$ cat src/rtl/lpr_pkg.sv
// ----------------------------------------------------------------------------
// lpr_pkg: shared types for the LRU page replacement unit
// Scan token that walks the frame cells and the update command that the
// controller broadcasts to all cells at the end of a scan.
// ----------------------------------------------------------------------------
package lpr_pkg;

    // Field widths sized for the largest supported frame row and page number
    localparam int IDX_W_MAX  = 6;
    localparam int RANK_W_MAX = 6;
    localparam int PAGE_W_MAX = 32;

    localparam int          FAULT_W   = 16;
    localparam logic [15:0] FAULT_MAX = 16'hFFFF;

    // Running search result, handed from cell to cell
    typedef struct packed {
        logic                  hit;
        logic [IDX_W_MAX-1:0]  hit_idx;
        logic [RANK_W_MAX-1:0] hit_rank;
        logic                  emp;
        logic [IDX_W_MAX-1:0]  emp_idx;
        logic                  best_set;
        logic [IDX_W_MAX-1:0]  best_idx;
        logic [RANK_W_MAX-1:0] best_rank;
        logic [PAGE_W_MAX-1:0] best_page;
    } t_scan_tok;

    // Recency and fill update, applied by every cell in the same cycle
    typedef struct packed {
        logic                  apply;
        logic [IDX_W_MAX-1:0]  slot;
        logic                  age_all;
        logic [RANK_W_MAX-1:0] limit;
        logic                  fill;
    } t_cell_upd;

endpackage

$ cat src/rtl/lpr_cell.sv
// ----------------------------------------------------------------------------
// lpr_cell: one page frame of the replacement row
// Holds page, valid and recency rank; folds its frame into the scan token
// and registers the token toward the next cell.
// ----------------------------------------------------------------------------
module lpr_cell #(
    parameter int  MAX_FRAMES = 8,
    parameter int  PAGE_BITS  = 8,
    parameter int  IDX        = 0,
    localparam int CNT_W      = $clog2(MAX_FRAMES + 1)
) (
    input  logic                  i_clk,
    input  logic                  i_rst_n,
    input  lpr_pkg::t_scan_tok    i_tok,
    input  logic                  i_tok_vld,
    output lpr_pkg::t_scan_tok    o_tok,
    output logic                  o_tok_vld,
    input  logic [CNT_W-1:0]      i_n_eff,
    input  logic [PAGE_BITS-1:0]  i_ref_page,
    input  lpr_pkg::t_cell_upd    i_upd
);
    import lpr_pkg::*;

    localparam int RANK_W = (MAX_FRAMES > 1) ? $clog2(MAX_FRAMES) : 1;

    logic [PAGE_BITS-1:0] r_page;
    logic                 r_valid;
    logic [RANK_W-1:0]    r_rank;
    logic                 r_tok_vld;
    t_scan_tok            r_tok;
    t_scan_tok            n_tok;
    logic                 active;
    logic                 is_slot;
    logic                 age;

    assign active  = CNT_W'(IDX) < i_n_eff;
    assign is_slot = i_upd.slot == IDX_W_MAX'(IDX);
    assign age     = r_valid
                   && (i_upd.age_all || RANK_W_MAX'(r_rank) < i_upd.limit)
                   && (r_rank < RANK_W'(MAX_FRAMES - 1));

    always_comb begin
        n_tok = i_tok;
        if (active && r_valid && (r_page == i_ref_page) && !i_tok.hit) begin
            n_tok.hit      = 1'b1;
            n_tok.hit_idx  = IDX_W_MAX'(IDX);
            n_tok.hit_rank = RANK_W_MAX'(r_rank);
        end
        if (active && !r_valid && !i_tok.emp) begin
            n_tok.emp     = 1'b1;
            n_tok.emp_idx = IDX_W_MAX'(IDX);
        end
        if (active && (!i_tok.best_set || RANK_W_MAX'(r_rank) > i_tok.best_rank)) begin
            n_tok.best_set  = 1'b1;
            n_tok.best_idx  = IDX_W_MAX'(IDX);
            n_tok.best_rank = RANK_W_MAX'(r_rank);
            n_tok.best_page = PAGE_W_MAX'(r_page);
        end
    end

    always_ff @(posedge i_clk) begin
        if (!i_rst_n) begin
            r_valid   <= 1'b0;
            r_rank    <= '0;
            r_tok_vld <= 1'b0;
        end else begin
            r_tok_vld <= i_tok_vld;
            if (i_upd.apply) begin
                if (is_slot) begin
                    r_rank <= '0;
                    if (i_upd.fill) begin
                        r_valid <= 1'b1;
                    end
                end else if (age) begin
                    r_rank <= r_rank + RANK_W'(1);
                end
            end
        end
    end

    always_ff @(posedge i_clk) begin
        if (i_tok_vld) begin
            r_tok <= n_tok;
        end
        if (i_upd.apply && is_slot && i_upd.fill) begin
            r_page <= i_ref_page;
        end
    end

    assign o_tok     = r_tok;
    assign o_tok_vld = r_tok_vld;

endmodule

$ cat src/rtl/lru_page_replacement.sv
// ----------------------------------------------------------------------------
// lru_page_replacement: LRU page frame replacement unit
// The unit takes one reference at a time: the scan token walks the row of
// frame cells one cell per cycle, then comes the update cycle, then the
// result cycle, in which busy is low and the next start beat can land.
// Reset: synchronous, active low; empties all frames, clears ranks and the
// fault total, sets the frame count register to 8. The receiver cannot stall results.
// ----------------------------------------------------------------------------
module lru_page_replacement #(
    parameter int MAX_FRAMES = 8,
    parameter int PAGE_BITS  = 8
) (
    input  logic                 i_clk,
    input  logic                 i_rst_n,
    input  logic                 i_cfg_we,
    input  logic [3:0]           i_cfg_wdata,
    input  logic                 i_start,
    output logic                 o_busy,
    input  logic [PAGE_BITS-1:0] i_page_id,
    output logic                 o_done,
    output logic                 o_fault,
    output logic [2:0]           o_slot,
    output logic                 o_evicted_valid,
    output logic [PAGE_BITS-1:0] o_evicted_page,
    output logic [15:0]          o_fault_total
);
    import lpr_pkg::*;

    localparam int CNT_W = $clog2(MAX_FRAMES + 1);

    // Control and configuration
    logic [3:0]           r_frames;
    logic                 r_busy;
    logic                 r_inject;
    logic [PAGE_BITS-1:0] r_page;
    logic                 accept;
    logic [CNT_W-1:0]     eff_cnt;

    // Result registers
    logic                 r_done;
    logic                 r_fault;
    logic [2:0]           r_slot;
    logic                 r_ev_valid;
    logic [PAGE_BITS-1:0] r_ev_page;
    logic [FAULT_W-1:0]   r_fault_cnt;
    logic [FAULT_W-1:0]   n_fault_cnt;

    // Cell row: token k enters cell k, token k+1 leaves it
    t_scan_tok tok_chain [MAX_FRAMES+1];
    logic      vld_chain [MAX_FRAMES+1];
    t_scan_tok last_tok;
    logic      scan_done;
    t_cell_upd upd;
    logic [IDX_W_MAX-1:0] sel_slot;

    assign accept = i_start && !r_busy;

    // Clamp the configured frame count into 1 .. MAX_FRAMES
    always_comb begin
        if (r_frames == 4'd0) begin
            eff_cnt = CNT_W'(1);
        end else if (int'(r_frames) > MAX_FRAMES) begin
            eff_cnt = CNT_W'(MAX_FRAMES);
        end else begin
            eff_cnt = CNT_W'(r_frames);
        end
    end

    // Fresh token: nothing found yet
    assign tok_chain[0] = '0;
    assign vld_chain[0] = r_inject;

    for (genvar g = 0; g < MAX_FRAMES; g++) begin : g_cell
        lpr_cell #(
            .MAX_FRAMES (MAX_FRAMES),
            .PAGE_BITS  (PAGE_BITS),
            .IDX        (g)
        ) u_cell (
            .i_clk      (i_clk),
            .i_rst_n    (i_rst_n),
            .i_tok      (tok_chain[g]),
            .i_tok_vld  (vld_chain[g]),
            .o_tok      (tok_chain[g+1]),
            .o_tok_vld  (vld_chain[g+1]),
            .i_n_eff    (eff_cnt),
            .i_ref_page (r_page),
            .i_upd      (upd)
        );
    end

    assign last_tok  = tok_chain[MAX_FRAMES];
    assign scan_done = vld_chain[MAX_FRAMES];

    // Decide when the token leaves the last cell: hit first, then the
    // lowest empty frame, else evict the oldest active frame.
    always_comb begin
        upd       = '0;
        upd.apply = scan_done;
        if (last_tok.hit) begin
            sel_slot  = last_tok.hit_idx;
            upd.limit = last_tok.hit_rank;
        end else if (last_tok.emp) begin
            sel_slot    = last_tok.emp_idx;
            upd.age_all = 1'b1;
            upd.fill    = 1'b1;
        end else begin
            sel_slot  = last_tok.best_idx;
            upd.limit = last_tok.best_rank;
            upd.fill  = 1'b1;
        end
        upd.slot = sel_slot;
    end

    // Saturating fault total
    always_comb begin
        n_fault_cnt = r_fault_cnt;
        if (!last_tok.hit && r_fault_cnt != FAULT_MAX) begin
            n_fault_cnt = r_fault_cnt + FAULT_W'(1);
        end
    end

    always_ff @(posedge i_clk) begin
        if (!i_rst_n) begin
            r_frames    <= 4'd8;
            r_busy      <= 1'b0;
            r_inject    <= 1'b0;
            r_done      <= 1'b0;
            r_fault_cnt <= '0;
        end else begin
            if (i_cfg_we) begin
                r_frames <= i_cfg_wdata;
            end
            r_inject <= accept;
            r_done   <= scan_done;
            // Hold busy from the start beat until the update cycle
            if (accept) begin
                r_busy <= 1'b1;
            end else if (scan_done) begin
                r_busy <= 1'b0;
            end
            if (scan_done) begin
                r_fault_cnt <= n_fault_cnt;
            end
        end
    end

    // Payload: capture the reference and the result beat
    always_ff @(posedge i_clk) begin
        if (accept) begin
            r_page <= i_page_id;
        end
        if (scan_done) begin
            r_fault    <= !last_tok.hit;
            r_slot     <= sel_slot[2:0];
            r_ev_valid <= !last_tok.hit && !last_tok.emp;
            r_ev_page  <= (!last_tok.hit && !last_tok.emp)
                        ? last_tok.best_page[PAGE_BITS-1:0] : '0;
        end
    end

    assign o_busy          = r_busy;
    assign o_done          = r_done;
    assign o_fault         = r_fault;
    assign o_slot          = r_slot;
    assign o_evicted_valid = r_ev_valid;
    assign o_evicted_page  = r_ev_page;
    assign o_fault_total   = r_fault_cnt;

    // A scan token only reaches the row end while an item is in flight
    a_scan_in_flight: assert property (@(posedge i_clk) disable iff (!i_rst_n)
        scan_done |-> r_busy)
        else $error("scan token left the row with no item in flight");

    // A result beat follows the update cycle, which released busy
    a_done_idle: assert property (@(posedge i_clk) disable iff (!i_rst_n)
        r_done |-> !r_busy)
        else $error("result beat while still busy");

    // The fault total moves only on a result beat
    a_cnt_stable: assert property (@(posedge i_clk) disable iff (!i_rst_n)
        !r_done |-> $stable(r_fault_cnt))
        else $error("fault total changed without a result");

    // A hit leaves the fault total alone and never evicts
    a_hit_clean: assert property (@(posedge i_clk) disable iff (!i_rst_n)
        (r_done && !r_fault) |-> (!r_ev_valid && r_fault_cnt == $past(r_fault_cnt)))
        else $error("hit changed the fault total or evicted a page");

endmodule
$ cat config.mk
export PLATFORM = sky130hd
export DESIGN_NAME = lru_page_replacement
export DESIGN_NICKNAME = d
export VERILOG_FILES = /design/src/rtl/lpr_pkg.sv /design/src/rtl/lpr_cell.sv /design/src/rtl/lru_page_replacement.sv
export SDC_FILE = /design/constraint.sdc
export NUM_CORES = 1
export LEC_CHECK = 0
export BUFFER_PORTS_ARGS = -buffer_cell sky130_fd_sc_hd__buf_2
export CAP_MARGIN = 30
export CORE_UTILIZATION = 40
export DETAILED_ROUTE_END_ITERATION = 16
export MAX_ROUTING_LAYER = met4
export PLACE_DENSITY = 0.69
export SYNTH_ARGS = -nofsm -noshare
export SYNTH_HDL_FRONTEND = slang
export SYNTH_SLANG_ARGS = --single-unit
$ cat constraint.sdc
create_clock -name i_clk -period 2.8 [get_ports i_clk]
set_input_delay 0.56 -clock i_clk [delete_from_list [all_inputs] [get_ports i_clk]]
set_output_delay 0.56 -clock i_clk [all_outputs]
set_load 0.02 [all_outputs]
# Word level (Yosys, flattened, before mapping)
# Index checks and enable logic that the tools add are counted.
dict set report totals {
  ff_bits 643
  in_bits 16
  wordCells 393
}
dict set report classes {
  add_sub_neg 9
  order_cmp 32
  eq_ne 16
  n_mux 44
  bitwise_logic 1
  reduce_logical 155
}
# operator count
set ops {}
lappend ops {{$mux W35} 7}
lappend ops {{$logic_and A1 B1 Y1} 80}
lappend ops {{$mux W3} 23}
lappend ops {{$eq A8 B8 Y1} 8}
lappend ops {{$lt A3 B6 Y1} 8}
lappend ops {{$mux W45} 1}
lappend ops {{$gt A3 B6 Y1} 7}
lappend ops {{$logic_not A1 Y1} 32}
lappend ops {{$add A3 B1 Y3 const B} 8}
lappend ops {{$eq A6 B3 Y1 const B} 4}
lappend ops {{$lt A3 B3 Y1 const B} 8}
lappend ops {{$mux W6} 4}
lappend ops {{$reduce_and A3 Y1} 8}
lappend ops {{$reduce_and A2 Y1} 9}
lappend ops {{$reduce_bool A2 Y1} 9}
lappend ops {{$add A16 B1 Y16 const B} 1}
lappend ops {{$lt A3 B4 Y1 const A} 4}
lappend ops {{$ne A16 B16 Y1 const B} 1}
lappend ops {{$logic_or A1 B1 Y1} 15}
lappend ops {{$mux W13} 1}
lappend ops {{$eq A6 B2 Y1 const B} 2}
lappend ops {{$lt A1 B4 Y1 const A} 2}
lappend ops {{$lt A2 B4 Y1 const A} 2}
lappend ops {{$mux W4} 2}
lappend ops {{other kinds (7)} 11}

# Depth between registers and ports, before layout
dict set report logic_depth {
  ltp_word 8
  depth_mapped 10
}

# Modules after synthesis
# A second synthesis with hierarchy kept.
dict set report unflattened {
  cells_unflattened 1857
  hier_area_um2 28044.4
}
# module n_inst cells_each area_each_um2
set modules_own_cells {}
lappend modules_own_cells {{lpr_cell (g_cell[4].u_cell)} 1 210 3275.6}
lappend modules_own_cells {{lpr_cell (g_cell[0].u_cell)} 1 210 3266.9}
lappend modules_own_cells {{lpr_cell (g_cell[2].u_cell)} 1 208 3260.6}
lappend modules_own_cells {{lpr_cell (g_cell[1].u_cell)} 1 208 3256.9}
lappend modules_own_cells {{lpr_cell (g_cell[6].u_cell)} 1 208 3254.4}
lappend modules_own_cells {{lpr_cell (g_cell[5].u_cell)} 1 207 3250.6}
lappend modules_own_cells {{lpr_cell (g_cell[3].u_cell)} 1 208 3234.4}
lappend modules_own_cells {{lpr_cell (g_cell[7].u_cell)} 1 207 3224.3}
lappend modules_own_cells {lru_page_replacement 1 191 2020.7}

# Worst setup path after synthesis
# Ideal clock, no wire load.
dict set report synth_path {
  kind {register to register}
  start {register g_cell[7].u_cell.r_tok, in the netlist g_cell[7].u_cell.o_tok[64]}
  end {register g_cell[1].u_cell.r_rank[2]}
  setup_time_ps 70
  arrival_time_ps 2642
  t_required_ps 2730
  slack_ps 88
  stages_incl_launch_ff 11
  period_less_slack_ps 2712
  path_cell_list {edfxtp_1 buf_4 nor2_1 clkbuf_1 a22oi_1 ha_1 a21oi_1 o2111ai_1 o21bai_2 or4_1 a21boi_1}
}
dict set report synth_via {
  elab_chain_cells 7
}
# element line_no
set synth_lines {}
lappend synth_lines {{from (decl)} lpr_cell.sv:30} ;# t_scan_tok r_tok;
lappend synth_lines {{from (signal assigned)} lpr_cell.sv:83} ;# r_tok <= n_tok;
lappend synth_lines {{$mux W6} lru_page_replacement.sv:99} ;# if (last_tok.hit) begin
lappend synth_lines {{$lt A3 B6 Y1} lpr_cell.sv:39} ;# && (i_upd.age_all || RANK_W_MAX'(r_rank) < i_upd.limit)
lappend synth_lines {{$logic_or A1 B1 Y1} lpr_cell.sv:39}
lappend synth_lines {{$logic_and A1 B1 Y1} lpr_cell.sv:39}
lappend synth_lines {{$logic_and A1 B1 Y1} lpr_cell.sv:40} ;# && (r_rank < RANK_W'(MAX_FRAMES - 1));
lappend synth_lines {{$reduce_bool A2 Y1 (no source line)} -}
lappend synth_lines {{$reduce_and A2 Y1 (no source line)} -}
lappend synth_lines {{to (signal assigned)} lpr_cell.sv:75} ;# r_rank <= r_rank + RANK_W'(1);
lappend synth_lines {{to (decl)} lpr_cell.sv:28} ;# logic [RANK_W-1:0] r_rank;
# Several ways; a longest one is shown, not always the timed one.
# A chain may end at the register's enable or synchronous reset.

# Final worst setup path
# Ends and elaborated chain as after synthesis.

==> Implementation_results.wiki <==
{| class="wikitable"
! Metric !! Value
|-
| Outcome || complete, no violations
|-
| Switch Pwr || 2.06 mW
|-
| Biggest area consumer among synthesized cells || edfxtp_1
|-
| Sequential group share of total power || 53.3%
|-
| Peak Freq || 397 MHz
|-
| Clock tree from TritonCTS || yes
|-
| Total buffers and inverters traversed by the critical path || 0
|-
| Req. time, crit path || 3.24 ns
|-
| Maximum number of pins on one net before global-route repair || 32
|-
| Least-Margin Pin Slew || between 0.9 and 1 ns
|-
| Most used standard cell by instance count after synthesis || edfxtp_1
|-
| Worst-path cell chain || a22oi_2 -> ha_1 -> a21oi_1 -> o2111ai_1 -> o21bai_2 -> or4_1 -> a21boi_1
|-
| Power density relative to cell area || 600 nW/um^2
|-
| Type of element launching the critical path || flip-flop
|-
| Critical path endpoint category || flip-flop
|-
| Total routing usage reported by global routing || 15.2%
|-
| Clock transition at the registers of the reported paths || 0.06 ns
|-
| Cell Area, Placed || about 16000 sq um
|-
| Register bit count reported by yosys || 334
|-
| Ports || between 40 and 50
|-
| Fraction of synthesized cell area taken by the top area cell type || 55.0%
|-
| Number of antenna violations at the first check in global routing || 0
|-
| Number of port buffers || 46
|-
| Placeable core area || 36500 sq um
|-
| Depth of the CTS H-tree || 2
|-
| Total via count after detailed routing || 8348
|-
| Share of flip-flops with an asynchronous set or reset after synthesis || 0%
|-
| Fraction of final layout cells sized beyond drive strength 1 || 24.1%
|-
| Syn nets || 1121
|-
| Crit Path Class || flip-flop to flip-flop
|-
| Die span in x || roughly 190 um
|-
| Count of nets left with antenna violations after detail routing || 0
|-
| Via count of the first global-routing pass || 8415
|-
| Worst hold path class || input port to flip-flop
|-
| Cell with the largest stage delay on the worst path || a22oi_2
|-
| Family with the most delay on the worst path || compound AO/OA/AOI/OAI gates
|-
| Mean number of vias per cell || about 5.1
|-
| Post-route cell area || 17000 sq um
|-
| Clock Tree Root || clkbuf_16
|-
| DR WL/cell || 16.7 um
|-
| Switching Fraction || around 20%
|-
| Final setup vio count || 0
|-
| Hold buffer count at cts || 0
|-
| Minimum clock period after layout || 2.52 ns
|-
| Post-Syn Instances || about 1100
|-
| Row cnt || 70
|-
| Most frequent cells after synthesis || edfxtp_1, mux2_2, dfxtp_1
|-
| Initial detailed-routing violation count || 552
|-
| Distinct cell type count of the synthesized netlist || 79
|-
| Cell internal pwr || 8.12 mW
|-
| Number of nets in the layout || between 1000 and 1500
|-
| Tcrit/Tclk final || 90.0%
|-
| Seq/Total Area, Yosys || 63.5%
|-
| Total number of yosys warnings || 0
|-
| Congestion Overflow GR || 0
|-
| Max clock buf depth || 3
|-
| Total placed cells including tap cells || approximately 1600
|-
| Average footprint of a synthesized cell || roughly 14 sq um
|-
| Clock insertion delay at the later pin of the skew report || ~0.52 ns
|-
| Crit path DAT || 2.96 ns
|-
| CTS sink count || 334
|-
| Worst vdd rail ir drop || 0.000393 V
|-
| MaxCap Viol Count || 0
|-
| LEAKAGE || 6.06 nW
|-
| Primary flip-flop cell chosen by synthesis mapping || edfxtp_1
|-
| Inserted Diodes || 0
|-
| Post-detailed-placement half-perimeter wirelength || 20200 um
|-
| End-of-flow core utilization || 46.4%
|-
| Gate power share || 2.4%
|-
| Cells taking the most area after synthesis || edfxtp_1, dfxtp_1, mux2_2
|-
| Final-layout setup total negative slack || 0 ns
|-
| Initial DRT Pass Iterations || 5
|-
| Count of unresolved DRC violations after routing || 0
|-
| CTS buffer count || 35
|-
| Hold Violations, Final || 0
|-
| Post-synthesis instance area || ~15000 sq um
|-
| Worst slew margin relative to its limit || 36.3%
|-
| Number of post-CTS setup repair buffers || 0
|-
| Smallest hold slack || 0.206 ns
|-
| CP max stage delay || 0.52 ns
|-
| Skew final || 0.0326 ns
|-
| Die outline area || 37800 sq um
|-
| Maximum net fanout on the critical path || 8
|-
| Placer Congestion || 0.874
|-
| Part of the power in the clock network || 44.3%
|-
| Global-route wire length before repair || between 40000 and 50000 um
|-
| Area delta synth->final || 14.5%
|-
| Final wirelength || roughly 27000 um
|-
| Setup repair after global routing missed its margin || false
|-
| Final instance count without filler cells || 1644
|-
| Number of synthesized flops with an enable pin || around 270
|-
| Die height || 194 um
|-
| Max-slew violation count || 0
|-
| Effective utilization at floorplan || about two fifths
|}
logic make-up after synthesis:
| family | share of synthesized area [%] |
|---|---|
| multiplexers | 7.70 |
| other | 0.0253 |
| XOR/XNOR | 4.67 |
| buffers and inverters | 2.65 |
| AND/OR/NAND/NOR | 11.3 |
| AO/OA/AOI/OAI | 6.30 |
| flip-flops | 63.5 |
| adder cells (fa/ha/maj) | 3.89 |
final timing paths:
kind         slack [ns]  cells after the start                         end                        from
max                0.28                      7  g_cell[1].u_cell.r_rank[2]  g_cell[7].u_cell.o_tok[64]
min                0.21                      1                   r_page[5]                i_page_id[5]
max reg2reg        0.28                      7  g_cell[1].u_cell.r_rank[2]  g_cell[7].u_cell.o_tok[64]
min reg2reg        0.47                      0   g_cell[0].u_cell.o_tok[5]  g_cell[0].u_cell.r_page[5]
metal layers:
metal	vias up	wire length, um	track usage (%)
met1	4024	12000	18.6
met5	-	0	-
met4	0	619	4.73
met3	48	1230	2.55
li1	4108	-	-
met2	168	13500	25.7
power groups by stage:
| stage | combinational, mW | sequential [mW] | clock, mW |
|---|---|---|---|
| 3_5_place_dp | 0.245 | 5.53 | 0 |
| 4_1_cts | 0.247 | 5.43 | 4.62 |
| 2_1_floorplan | 0.185 | 5.51 | 0 |
| 3_3_place_gp | 0.238 | 5.53 | 0 |
| 6_report | 0.246 | 5.42 | 4.51 |
| 5_1_grt | 0.271 | 5.43 | 4.82 |
stage by stage:
step                      total power [mW]  setup slack (ns)
after global routing                  10.5             0.136
final                                 10.2             0.280
after detailed placement              5.78           -0.0347
after global placement                5.77            0.0428
after CTS                             10.3             0.238
after floorplan                       5.69            0.0884
state kept, by name, indices dropped and copies added (netlist names), 3 cells and up:
name / cells
g_cell.u_cell.o_tok_vld: 8
r_frames: 4
o_evicted_page: 8
g_cell.u_cell.r_rank: 24
g_cell.u_cell.r_page: 64
o_fault_total: 16
g_cell.u_cell.o_tok: 186
r_page: 8
g_cell.u_cell.r_valid: 8
o_slot: 3
final cells by class:
cell class	count	area, sq um
fillers	3124	19600
flip-flops and latches	334	9400
multi-input cells	639	5020
clock buffers	46	958
repair buffers	102	686
well taps	468	586
clock inverters	18	166
inverters	37	139
cell usage in the layout (no fill, tap or decap), drive strengths merged, types with 39 or more instances in the layout:
| cell | synthesis | routed |
|---|---|---|
| xor2 | 39 | 39 |
| xnor2 | 40 | 40 |
| inv | 37 | 39 |
| edfxtp | 271 | 271 |
| mux2 | 94 | 94 |
| dfxtp | 63 | 63 |
| buf | 25 | 102 |
| ha | 46 | 46 |
| clkbuf | 24 | 46 |
| nand3 | 44 | 44 |
| and2 | 40 | 40 |
what timing repair did:
action                                 CTS  global route
gates resized for setup                  1             1
endpoints found under the hold margin    0             0
setup endpoints to repair                1             1
Power figures use the tool's default switching activity.
